File: src/rtl/core/event_frame_integrity_checker_assert.svh
// assertion macros for the frame checker rtl
// expects clk and rst_n in the scope of the module that uses them
`ifndef EVENT_FRAME_INTEGRITY_CHECKER_ASSERT_SVH
`define EVENT_FRAME_INTEGRITY_CHECKER_ASSERT_SVH

// same-cycle implication, checked outside reset
`define EFIC_ASSERT_NOW(lbl, ante, cons) \
  lbl: assert property (@(posedge clk) disable iff (!rst_n) (ante) |-> (cons)) \
    else $error("efic assertion failed");

// next-cycle implication, checked outside reset
`define EFIC_ASSERT_NEXT(lbl, ante, cons) \
  lbl: assert property (@(posedge clk) disable iff (!rst_n) (ante) |=> (cons)) \
    else $error("efic assertion failed");

`endif

File: src/rtl/core/efic_pkg.sv
// types and constants for the event frame integrity checker
// no dependencies
package efic_pkg;

  typedef struct packed {
    logic [31:0] link_word;
    logic        is_control;
  } efic_in_t;

  typedef struct packed {
    logic [2:0]  frame_status;
    logic        dig_crc_bad;
    logic        global_crc_bad;
    logic        control_bad;
    logic        final_crc_mismatch;
    logic [10:0] words_seen;
    logic [31:0] error_frames;
    logic [31:0] dig_crc_frames;
    logic [31:0] global_crc_frames;
    logic [31:0] control_frames;
  } efic_out_t;

  typedef struct packed {
    logic [5:0]  samples_per_block;
    logic [31:0] open_word;
    logic [31:0] close_word;
    logic [31:0] digitizer_crc_word;
    logic [9:0]  max_data_words;
  } efic_cfg_t;

  typedef struct packed {
    logic final_crc;
    logic ctrl;
    logic glob;
    logic dig;
  } efic_flags_t;

  // register indexes of the config port
  localparam logic [2:0] REG_SAMPLES_PER_BLOCK = 3'd0;
  localparam logic [2:0] REG_OPEN_WORD         = 3'd1;
  localparam logic [2:0] REG_CLOSE_WORD        = 3'd2;
  localparam logic [2:0] REG_DIG_CRC_WORD      = 3'd3;
  localparam logic [2:0] REG_MAX_DATA_WORDS    = 3'd4;

  // reset values of the config registers
  localparam logic [5:0]  RST_SAMPLES_PER_BLOCK = 6'd6;
  localparam logic [31:0] RST_OPEN_WORD         = 32'h5111_5110;
  localparam logic [31:0] RST_CLOSE_WORD        = 32'hFFFF_FFF0;
  localparam logic [31:0] RST_DIG_CRC_WORD      = 32'h3FFF_3FFF;
  localparam logic [9:0]  RST_MAX_DATA_WORDS    = 10'd500;

  // frame status codes
  localparam logic [2:0] ST_OK         = 3'd0;
  localparam logic [2:0] ST_DIG_CRC    = 3'd1;
  localparam logic [2:0] ST_GLOBAL_CRC = 3'd2;
  localparam logic [2:0] ST_OPEN_WORD  = 3'd3;
  localparam logic [2:0] ST_BAD_STOP   = 3'd4;
  localparam logic [2:0] ST_OVERFLOW   = 3'd5;

endpackage

File: src/rtl/core/efic_check.sv
// per-word frame state, checks and running error counters
// depends on efic_pkg and event_frame_integrity_checker_assert.svh
`include "event_frame_integrity_checker_assert.svh"

module efic_check #(
  parameter int BLOCKS_PER_FRAME = 16
) (
  input  logic               clk,
  input  logic               rst_n,
  input  logic               item_valid,
  input  efic_pkg::efic_in_t  item,
  input  efic_pkg::efic_cfg_t cfg,
  output logic               res_valid,
  output efic_pkg::efic_out_t res
);
  import efic_pkg::*;

  localparam logic [9:0] LAST_BLK = 10'(BLOCKS_PER_FRAME - 1);

  logic [6:0]  pos_r, pos_nxt;
  logic [9:0]  blk_r, blk_nxt;
  logic [9:0]  last_blk_r, last_blk_nxt;
  logic [1:0]  ctl_cnt_r, ctl_cnt_nxt;
  logic [9:0]  dcnt_r, dcnt_nxt;
  logic [31:0] prev_r, prev_nxt;
  efic_flags_t flags_r, flags_nxt;
  logic [31:0] err_frames_r, err_frames_nxt;
  logic [31:0] dig_frames_r, dig_frames_nxt;
  logic [31:0] glob_frames_r, glob_frames_nxt;
  logic [31:0] ctl_frames_r, ctl_frames_nxt;

  always_comb begin
    logic [6:0]  pos_inc;
    logic [6:0]  blk_len;
    logic [10:0] dcnt_inc;
    logic [1:0]  ctl_inc;
    logic        clear;
    logic [2:0]  status;
    logic [10:0] seen;
    efic_flags_t flags_v;

    pos_nxt         = pos_r;
    blk_nxt         = blk_r;
    last_blk_nxt    = last_blk_r;
    ctl_cnt_nxt     = ctl_cnt_r;
    dcnt_nxt        = dcnt_r;
    prev_nxt        = prev_r;
    err_frames_nxt  = err_frames_r;
    dig_frames_nxt  = dig_frames_r;
    glob_frames_nxt = glob_frames_r;
    ctl_frames_nxt  = ctl_frames_r;
    flags_v         = flags_r;
    clear           = 1'b0;
    status          = ST_OK;
    seen            = {1'b0, dcnt_r};
    pos_inc         = pos_r + 7'd1;
    blk_len         = {1'b0, cfg.samples_per_block} + 7'd3;
    dcnt_inc        = {1'b0, dcnt_r} + 11'd1;
    ctl_inc         = (ctl_cnt_r == 2'd3) ? 2'd3 : ctl_cnt_r + 2'd1;

    if (item_valid) begin
      if (!item.is_control) begin
        if (pos_inc >= blk_len) begin
          pos_nxt = 7'd0;
          blk_nxt = blk_r + 10'd1;
        end else begin
          pos_nxt = pos_inc;
        end
        if (dcnt_inc > {1'b0, cfg.max_data_words}) begin
          clear  = 1'b1;
          status = ST_OVERFLOW;
          seen   = dcnt_inc;
        end else begin
          dcnt_nxt = dcnt_inc[9:0];
          prev_nxt = item.link_word;
          if (last_blk_r == LAST_BLK && pos_r == 7'd0) begin
            if (item.link_word != cfg.digitizer_crc_word) flags_v.dig = 1'b1;
          end else if (last_blk_r == LAST_BLK && pos_r == 7'd1) begin
            if (item.link_word[15:0] != item.link_word[31:16]) flags_v.final_crc = 1'b1;
          end else if (pos_r == 7'd0) begin
            // block header
          end else if (pos_r > {1'b0, cfg.samples_per_block} + 7'd1) begin
            // block trailer
          end else begin
            last_blk_nxt = blk_r;
          end
        end
      end else begin
        ctl_cnt_nxt = ctl_inc;
        if (ctl_inc == 2'd1 && item.link_word != cfg.open_word) flags_v.ctrl = 1'b1;
        if (ctl_inc == 2'd2 && item.link_word != cfg.close_word) begin
          flags_v.ctrl = 1'b1;
          clear        = 1'b1;
          status       = ST_BAD_STOP;
        end else if (item.link_word == cfg.close_word) begin
          clear = 1'b1;
          if (prev_r[15:0] != prev_r[31:16]) flags_v.glob = 1'b1;
          if (flags_v.dig || flags_v.glob || flags_v.ctrl) begin
            err_frames_nxt = err_frames_r + 32'd1;
          end
          if (flags_v.dig) begin
            dig_frames_nxt = dig_frames_r + 32'd1;
            status         = ST_DIG_CRC;
          end else if (flags_v.glob) begin
            glob_frames_nxt = glob_frames_r + 32'd1;
            status          = ST_GLOBAL_CRC;
          end else if (flags_v.ctrl) begin
            ctl_frames_nxt = ctl_frames_r + 32'd1;
            status         = ST_OPEN_WORD;
          end
        end
      end
    end

    res_valid              = clear;
    res.frame_status       = status;
    res.dig_crc_bad        = flags_v.dig;
    res.global_crc_bad     = flags_v.glob;
    res.control_bad        = flags_v.ctrl;
    res.final_crc_mismatch = flags_v.final_crc;
    res.words_seen         = seen;
    res.error_frames       = err_frames_nxt;
    res.dig_crc_frames     = dig_frames_nxt;
    res.global_crc_frames  = glob_frames_nxt;
    res.control_frames     = ctl_frames_nxt;

    flags_nxt = flags_v;
    // frame end or abort restarts the frame
    if (clear) begin
      pos_nxt      = 7'd0;
      blk_nxt      = 10'd0;
      last_blk_nxt = 10'd0;
      ctl_cnt_nxt  = 2'd0;
      dcnt_nxt     = 10'd0;
      flags_nxt    = '0;
    end
  end

  always_ff @(posedge clk) begin
    if (!rst_n) begin
      pos_r         <= '0;
      blk_r         <= '0;
      last_blk_r    <= '0;
      ctl_cnt_r     <= '0;
      dcnt_r        <= '0;
      prev_r        <= '0;
      flags_r       <= '0;
      err_frames_r  <= '0;
      dig_frames_r  <= '0;
      glob_frames_r <= '0;
      ctl_frames_r  <= '0;
    end else begin
      pos_r         <= pos_nxt;
      blk_r         <= blk_nxt;
      last_blk_r    <= last_blk_nxt;
      ctl_cnt_r     <= ctl_cnt_nxt;
      dcnt_r        <= dcnt_nxt;
      prev_r        <= prev_nxt;
      flags_r       <= flags_nxt;
      err_frames_r  <= err_frames_nxt;
      dig_frames_r  <= dig_frames_nxt;
      glob_frames_r <= glob_frames_nxt;
      ctl_frames_r  <= ctl_frames_nxt;
    end
  end

  `EFIC_ASSERT_NEXT(a_clear_after_result, res_valid,
      dcnt_r == 10'd0 && ctl_cnt_r == 2'd0 && flags_r == '0 && pos_r == 7'd0)
  `EFIC_ASSERT_NOW(a_error_frame_bump,
      res_valid && (res.frame_status == ST_DIG_CRC || res.frame_status == ST_GLOBAL_CRC ||
      res.frame_status == ST_OPEN_WORD), res.error_frames == err_frames_r + 32'd1)
  `EFIC_ASSERT_NEXT(a_counters_hold, !res_valid,
      $stable(err_frames_r) && $stable(dig_frames_r) && $stable(glob_frames_r) &&
      $stable(ctl_frames_r))
  `EFIC_ASSERT_NOW(a_abort_no_count,
      res_valid && (res.frame_status == ST_BAD_STOP || res.frame_status == ST_OVERFLOW),
      res.error_frames == err_frames_r && res.control_frames == ctl_frames_r)

endmodule

File: config.mk
export PLATFORM = sky130hd
export DESIGN_NAME = efic_check
export DESIGN_NICKNAME = d
export VERILOG_FILES = /design/src/rtl/core/efic_pkg.sv /design/src/rtl/core/efic_check.sv
export VERILOG_INCLUDE_DIRS = /design/src /design/src/rtl/core
export SDC_FILE = /design/constraint.sdc
export NUM_CORES = 1
export LEC_CHECK = 0
export ABC_CLOCK_PERIOD_IN_PS = 4700
export BUFFER_PORTS_ARGS = -buffer_cell sky130_fd_sc_hd__buf_2
export CORE_ASPECT_RATIO = 1.25
export CORE_MARGIN = 2
export CORE_UTILIZATION = 50
export CTS_CLUSTER_SIZE = 30
export DETAILED_ROUTE_END_ITERATION = 6
export PLACE_DENSITY = 0.75
export SLEW_MARGIN = 25
export SYNTH_ARGS = -nofsm -noshare
export SYNTH_HDL_FRONTEND = slang
export SYNTH_SLANG_ARGS = --single-unit
File: constraint.sdc
create_clock -name clk -period 4.7 [get_ports clk]
set_input_delay 0.235 -clock clk [delete_from_list [all_inputs] [get_ports clk]]
set_output_delay 0.235 -clock clk [all_outputs]
set_load 0.05 [all_outputs]
Word-level counts from Yosys, hierarchy flattened
Index checks and enable logic that the tools add are counted.
Word-level totals
  register bits after elaboration: 203
  output and inout port bits: 147
  logic and storage cells: 121
Cells by class
  add/sub/neg operators: 10
  $lt $le $gt $ge: 3
  equal/unequal tests: 11
  mux-type cells: 63
  bitwise logic cells: 7
  reductions and logical operators: 13
Operators with widths (count)
  $mux W32: 23
  $add A32 B1 Y32 const B: 4
  $ne A32 B32 Y1: 3
  $mux W11: 3
  $eq A32 B32 Y1: 1
  $ne A16 B16 Y1: 2
  $mux W1: 25
  $mux W2: 6
  $mux W3: 4
  $add A10 B1 Y11 const B: 1
  $gt A11 B10 Y1: 1
  $add A10 B1 Y10 const B: 1
  $eq A10 B4 Y1 const B: 1
  $add A6 B1 Y7 const B: 1
  $add A6 B2 Y7 const B: 1
  $add A7 B1 Y7 const B: 1
  $eq A7 B1 Y1 const B: 1
  $ge A7 B7 Y1: 1
  $gt A7 B7 Y1: 1
  $logic_not A7 Y1: 1
  $mux W7: 1
  $not A1 Y1: 7
  $reduce_and A7 Y1: 1
  $reduce_and A3 Y1: 2
  other kinds (8): 14

Longest topological paths before layout
Gate-level depths: netlist (run 1).
  depth in word-level cells: 14
  mapped depth: 16
  gate-level depth less buffers: 12

Worst setup path after synthesis (run 1)
OpenSTA, ideal clock, no wires.
  path kind: register to output
  start: register dcnt_r[0]
  end: output port res[130] (netlist bit)
  arrival: 3.739 ns
  required time: 4.465 ns
  slack: 0.726 ns
  cell stages (with the launch flop): 14
  buffers on the path: 3
  cells stage by stage: dfxtp_1 ha_1 nand3_1 or2_1 clkbuf_1 xnor2_1 ha_1 a2111oi_0 a31oi_1 clkbuf_1 o21ai_0 clkbuf_1 nor2_1 xor2_1
RTL lines
  from (decl): line efic_check.sv:24  | logic [9:0] dcnt_r, dcnt_nxt;
  from (signal assigned): line efic_check.sv:157  | dcnt_r <= dcnt_nxt;
  to (decl): line efic_check.sv:14  | output efic_pkg::efic_out_t res

==> metrics.csv, run 1 <==
metric;value;unit
status;finished clean;
cts_tree;yes;
first_global_vias;11200;
die-area;0.0272;mm2
grt_max_degree;86;
grt_pass1_wl;55.6;mm
yosysUniqueCellTypes;66;
vdd_drop_max;0.000236;V
yosys_register_bits;203;
cp_common_cell;ha_1;
synth_area_leaders;dfxtp_1 31%, xnor2_1 14%, nand2_1 6.2%, xor2_1 5.5%, mux2i_1 4.6%;
period_needed;4.34;ns
syn2layout_area_growth;18.0;%
yosys_warnings;0;
wl_met1;13.8;mm
cts_htree_levels;1;
slowest_delay;0.52;ns
power.share.sequential;43.0;%
avgSynthCellArea;8.13;um2
slowest_stage;a2111oi_0;
setup_viol;0;
maxCapViolations;0;
cp-end-kind;output port;
rows;65;
post-cts-setup-buffer-count;0;
clkTransAtPathRegs;0.07;ns
firstDrtPassIters;5;
crit_chain;ha_1 > nand3_1 > or2_1 > xnor2_1 > ha_1 > a2111oi_0 > a31oi_2 > buf_4 > nor2_4 > a41o_1 > buf_2;
core;0.0253;mm2
synth_edf_count;0;
clk_latency;0.51;ns
synth_top_area_share;31.4;%
layout.nets;1996;
synth_most_common_cell;nand2_1;
top_layer_used;met4;
finalCritPeriodShare;92.4;%
clkSinkCount;203;
hold_slack;0.0353;ns
synth_common_cells;213 x nand2_1, 208 x xnor2_1, 203 x dfxtp_1;
yosysTopAreaCell;dfxtp_1;
die_h;184;um
first_iter_violations;499;
fmax;230;MHz
drcViolationCount;0;
async_flop_share;0;%
synth_cells;1589;
viasPerCell;5.43;
holdBufCountCts;0;
avgRoutedWirePerCell;16.1;um
cts_buffers;22;
start_kind;register;
start_util;51.1;%
yosysSeqAreaShare;31.4;%
finalMaxSlewViolations;0;
synthesis.nets;1772;
gr-total-overflow;0;
drive_above_1_share;20.5;%
ant_nets;0;
wl_met2;17.8;mm
port_buffers;294;
required;4.47;ns
worst_hold_path_type;input port to register;
finalHoldViolations;0;
setup_tns;0;ns
p_sw;0.000999;W
clkPwrFrac;46.6;%
die_w;148;um
power_density;267;mW/mm2
synthFlopType;dfxtp_1;
combPwrFrac;10.4;%
dp_hpwl;26.5;mm
slew-limit-headroom;38.5;%
finalClockSkew;0.00834;ns
crit_arrival;4.11;ns
antenna_cells;0;
clk_path_buf_depth;3;
io_pins;295;
worstMarginPinSlew;0.920;ns
syn-cell-area;0.0129;mm2
dr_wl_met3;1.80;mm
routed_wl;34.9;mm
track_usage;24.9;%
path_max_fanout;11;
p_int;0.00307;W
crit_type;register to output port;
antenna_found_initial;0;
vias;11700;
leakagePower;6.89;nW
place_congestion;0.919;
switching_share;24.6;%
cts_root_buf;clkbuf_16;
## flip-flops by register name (all words and copies together), names as in the netlist
signal	flops
pos_r	7
last_blk_r	10
glob_frames_r	32
ctl_cnt_r	2
blk_r	10
ctl_frames_r	32
err_frames_r	32
dig_frames_r	32
dcnt_r	10
flags_r	4
prev_r	32
## timing repair
action                                  in CTS  in global routing
endpoints found under the setup margin       0                  8
endpoints found under the hold margin        0                  0
gates resized for setup                      0                  1
## cells in the final DEF, fill, tap and decap left out, drive strengths merged, types with 35 or more instances in the layout
| cell | synthesis | routed |
|---|---|---|
| and2 | 67 | 67 |
| xor2 | 81 | 81 |
| ha | 35 | 35 |
| nand4 | 84 | 84 |
| nand2 | 213 | 213 |
| xnor2 | 208 | 208 |
| and3 | 45 | 45 |
| mux2i | 59 | 59 |
| nand2b | 60 | 60 |
| nand3 | 76 | 76 |
| nor2 | 76 | 76 |
| dfxtp | 203 | 203 |
| a21oi | 69 | 69 |
| buf | 44 | 309 |
## final timing paths
kind                           start                       to  slack (ns)  depth (start not counted)
min reg2reg  prev_r[12]$_SDFFE_PN0P_  prev_r[12]$_SDFFE_PN0P_        0.47                          2
max           dcnt_r[0]$_SDFFE_PP0P_                 res[142]        0.36                         11
min                         item[26]  prev_r[25]$_SDFFE_PN0P_        0.04                          3
max reg2reg   dcnt_r[0]$_SDFFE_PP0P_    flags_r[2]$_SDFF_PP0_        0.79                         12
## power groups by stage
| stage | Sequential [W] | Clock (W) | Combinational, W |
|---|---|---|---|
| floorplan | 0.00178 | 0 | 0.000284 |
| global placement | 0.00179 | 0 | 0.000416 |
| detailed placement | 0.00179 | 0 | 0.000425 |
| CTS | 0.00175 | 0.00193 | 0.000427 |
| global route | 0.00175 | 0.00200 | 0.000464 |
| finish | 0.00175 | 0.00189 | 0.000424 |
## worst max-delay path: cells and delay by family (launching register included)
| kind | cells | cell delay (ns) |
|---|---|---|
| AOI/OAI and AO/OA | 3 | 1.06 |
| adders and majority gates | 2 | 0.59 |
| and+or+nand+nor | 3 | 0.80 |
| buffers and inverters | 2 | 0.52 |
| xor gates and xnor gates | 1 | 0.16 |
| DFF | 1 | 0.48 |
## cells by family after synthesis
logic type,Yosys count,synth area share (%)
AOI/OAI and AO/OA,139,6.75
xor gates and xnor gates,289,19.6
adders and majority gates,35,3.39
buffers and inverters,143,4.82
DFF,203,31.4
muxes,63,4.92
and+or+nand+nor,717,29.1
## per-stage QoR
step | cells | cell area (um2) | util [%] | worst slack, ns | total power (W)
floorplan | 1589 | 12900 | - | 0.726 | 0.00207
CTS | 2164 | 15200 | 60.3 | 0.246 | 0.00411
detailed placement | 2124 | 14500 | 57.1 | 0.802 | 0.00221
global route | 2164 | 15300 | 60.3 | -0.0671 | 0.00422
global placement | 2124 | 14500 | 57.1 | 0.923 | 0.00220
finish | 2164 | 15300 | 60.3 | 0.355 | 0.00407
## area by class of cell
| class | count | area [um2] |
|---|---|---|
| Fill cell | 2281 | 10000 |
| Clock buffer | 29 | 628 |
| Timing Repair Buffer | 309 | 1590 |
| Multi-Input combinational cell | 1243 | 8260 |
| Clock inverter | 11 | 164 |
| Tap cell | 335 | 419 |
| Sequential cell | 203 | 4060 |
| Inverter | 34 | 128 |
## routing by layer
metal | vias to the layer above | GRT usage (%)
met5 | - | 0
met2 | 352 | 46.2
met3 | 89 | 3.13
li1 | 5829 | -
met4 | 0 | 10.7
met1 | 5471 | 28.6
(Power assumes the default switching activity.)
==> run 2: changes to the inputs <==
--- a/config.mk
+++ b/config.mk
@@ -8,7 +8,7 @@
 export LEC_CHECK = 0
 export ABC_CLOCK_PERIOD_IN_PS = 4700
 export BUFFER_PORTS_ARGS = -buffer_cell sky130_fd_sc_hd__buf_2
-export CORE_ASPECT_RATIO = 1.25
+export CORE_ASPECT_RATIO = 1.2
 export CORE_MARGIN = 2
 export CORE_UTILIZATION = 50
 export CTS_CLUSTER_SIZE = 30
==> run 2 against run 1 <==
Register-to-register slack better by 0.23 ns. Die area is essentially flat. Combinational power is 2% higher. Via count rose by 0.40%. Global-route usage grew 0.69 points. Hold slack gained 0.017 ns. First-iteration DRC count up 13%. Clock skew increased by 0.00076 ns. Critical path depth rose by 3. Sequential share of layout area is 0.17 points higher. Final area fell by 0.64%. Critical path type unchanged. Highest routed layer unchanged.
==> metrics.csv, run 2 (same netlist as run 1, synthesis figures left out) <==
metric;value;unit
status;finished clean;
r2r_end;last_blk_r[6]$_SDFFE_PP0P_;
fin_area;0.0152;mm2
period_needed;4.09;ns
finalMaxSlewViolations;0;
rsz0062_at_grt;no;
slowest_stage;dfxtp_1;
start_util;50.8;%
ant_nets;0;
setup_tns;0;ns
multi_input_area;0.00825;mm2
vdd_drop_max;0.000178;V
clkTransAtPathRegs;0.06;ns
worstHoldEndpoint;prev_r[2]$_SDFFE_PN0P_;
drive_above_1_share;20.1;%
switching_share;25.0;%
dp_hpwl;27.7;mm
required;4.47;ns
place_congestion;0.995;
r2r_slack;1.02;ns
gr-total-overflow;0;
rows;64;
fillerInstances;2336;
firstDrtPassIters;5;
cts_htree_levels;1;
cp_common_cell;o21a_1;
avgRoutedWirePerCell;16.7;um
cts_buffers;22;
syn2layout_area_growth;17.3;%
register_area;0.00406;mm2
slew-limit-headroom;29.9;%
power.share.sequential;44.9;%
min_from;item[3];
path_max_fanout;11;
power_density;257;mW/mm2
final_cells;2158;
fin_util;59.5;%
setup_viol;0;
clk_path_buf_depth;3;
grt_max_degree;96;
holdBufCountCts;0;
worstMarginPinSlew;1.05;ns
antenna_found_initial;0;
post-cts-setup-buffer-count;0;
core;0.0255;mm2
r2r_start;dcnt_r[0]$_SDFFE_PP0P_;
io_pins;295;
start_kind;register;
crit_chain;and3_1 > nand3_1 > or2_2 > xnor2_1 > ha_1 > o21a_1 > o21a_1 > o32ai_1 > a31oi_1 > o21ai_0 > buf_4 > nor2_1 > xor2_1 > buf_2;
dp_cells;2119;
finalHoldViolations;0;
cts_root_buf;clkbuf_16;
ctsResizeCount;0;
slowest_delay;0.46;ns
port_buffers;294;
antenna_cells;0;
maxCapViolations;0;
leakagePower;6.85;nW
die-area;0.0272;mm2
routed_wl;36.1;mm
clkPwrFrac;44.0;%
clk_latency;0.50;ns
die_w;151;um
clkSinkCount;203;
die_h;180;um
track_usage;25.6;%
viasPerCell;5.46;
finalCritPeriodShare;87.0;%
min_path_cells;3;
cp-end-kind;output port;
final_cell_mix;293 x buf_2, 213 x nand2_1, 208 x xnor2_1;
first_iter_violations;566;
first_global_vias;11300;
cts_tree;yes;
p_sw;0.000974;W
layout.nets;1996;
vias;11800;
fmax;245;MHz
crit_type;register to output port;
finalClockSkew;0.00910;ns
place_area;0.0144;mm2
r2r_cells;12;
p_int;0.00292;W
grt_pass1_wl;56.4;mm
crit_arrival;3.85;ns
drcViolationCount;0;
combPwrFrac;11.1;%
layout_commonest_cell;buf_2;
worst_hold_path_type;input port to register;
## run 2: through the flow
stage	hold slack, ns	setup WS [ns]	power (W)
floorplan	0.448	0.726	0.00207
global placement	0.455	1.19	0.00221
detailed placement	0.461	1.09	0.00222
CTS	0.0319	0.625	0.00394
global route	0.0406	0.283	0.00405
finish	0.0520	0.612	0.00390
## run 2: layout make-up
type,count,area share [%]
multi-input cells,1243,54.5
well taps,330,2.72
clock inverters,5,0.355
clock buffers,34,4.33
repair buffers,309,10.5
flip-flops and latches,203,26.8
inverters,34,0.842
## run 2: power groups by stage
stage	Combinational, W	Sequential, W	Clock, W
floorplan	0.000284	0.00178	0
global placement	0.000426	0.00179	0
detailed placement	0.000433	0.00179	0
CTS	0.000434	0.00175	0.00175
global route	0.000470	0.00175	0.00183
finish	0.000432	0.00175	0.00171
## run 2: worst max-delay path by stage
| stage | slack (ns) | start | endpoint | cells after the start |
|---|---|---|---|---|
| after CTS | 0.63 | dcnt_r[0]$_SDFFE_PP0P_ | res[136] | 14 |
| after global placement | 1.19 | dcnt_r[3]$_SDFFE_PP0P_ | last_blk_r[8]$_SDFFE_PP0P_ | 14 |
| after floorplan | 0.73 | dcnt_r[0]$_SDFFE_PP0P_ | res[130] | 13 |
| after global routing | 0.28 | dcnt_r[0]$_SDFFE_PP0P_ | res[135] | 14 |
| final | 0.61 | dcnt_r[3]$_SDFFE_PP0P_ | res[136] | 14 |
| after detailed placement | 1.09 | dcnt_r[0]$_SDFFE_PP0P_ | last_blk_r[5]$_SDFFE_PP0P_ | 12 |
## run 2: critical path, delay by kind of cell (launching register included)
family	cells	cell delay, ns
AND/OR/NAND/NOR	4	0.97
flip-flops	1	0.46
buffers and inverters	2	0.52
XOR/XNOR	2	0.33
adder cells (fa/ha/maj)	1	0.30
AO/OA/AOI/OAI	5	0.76
## run 2: layer usage
metal | wire (um) | vias up | global-route usage (%) | part of all wire (%)
met1 | 13800 | 5486 | 28.2 | 38
met4 | 1970 | 0 | 13.0 | 5.5
li1 | - | 5831 | - | -
met3 | 2070 | 88 | 3.65 | 5.7
met5 | 0 | - | 0 | 0
met2 | 18300 | 383 | 47.0 | 51
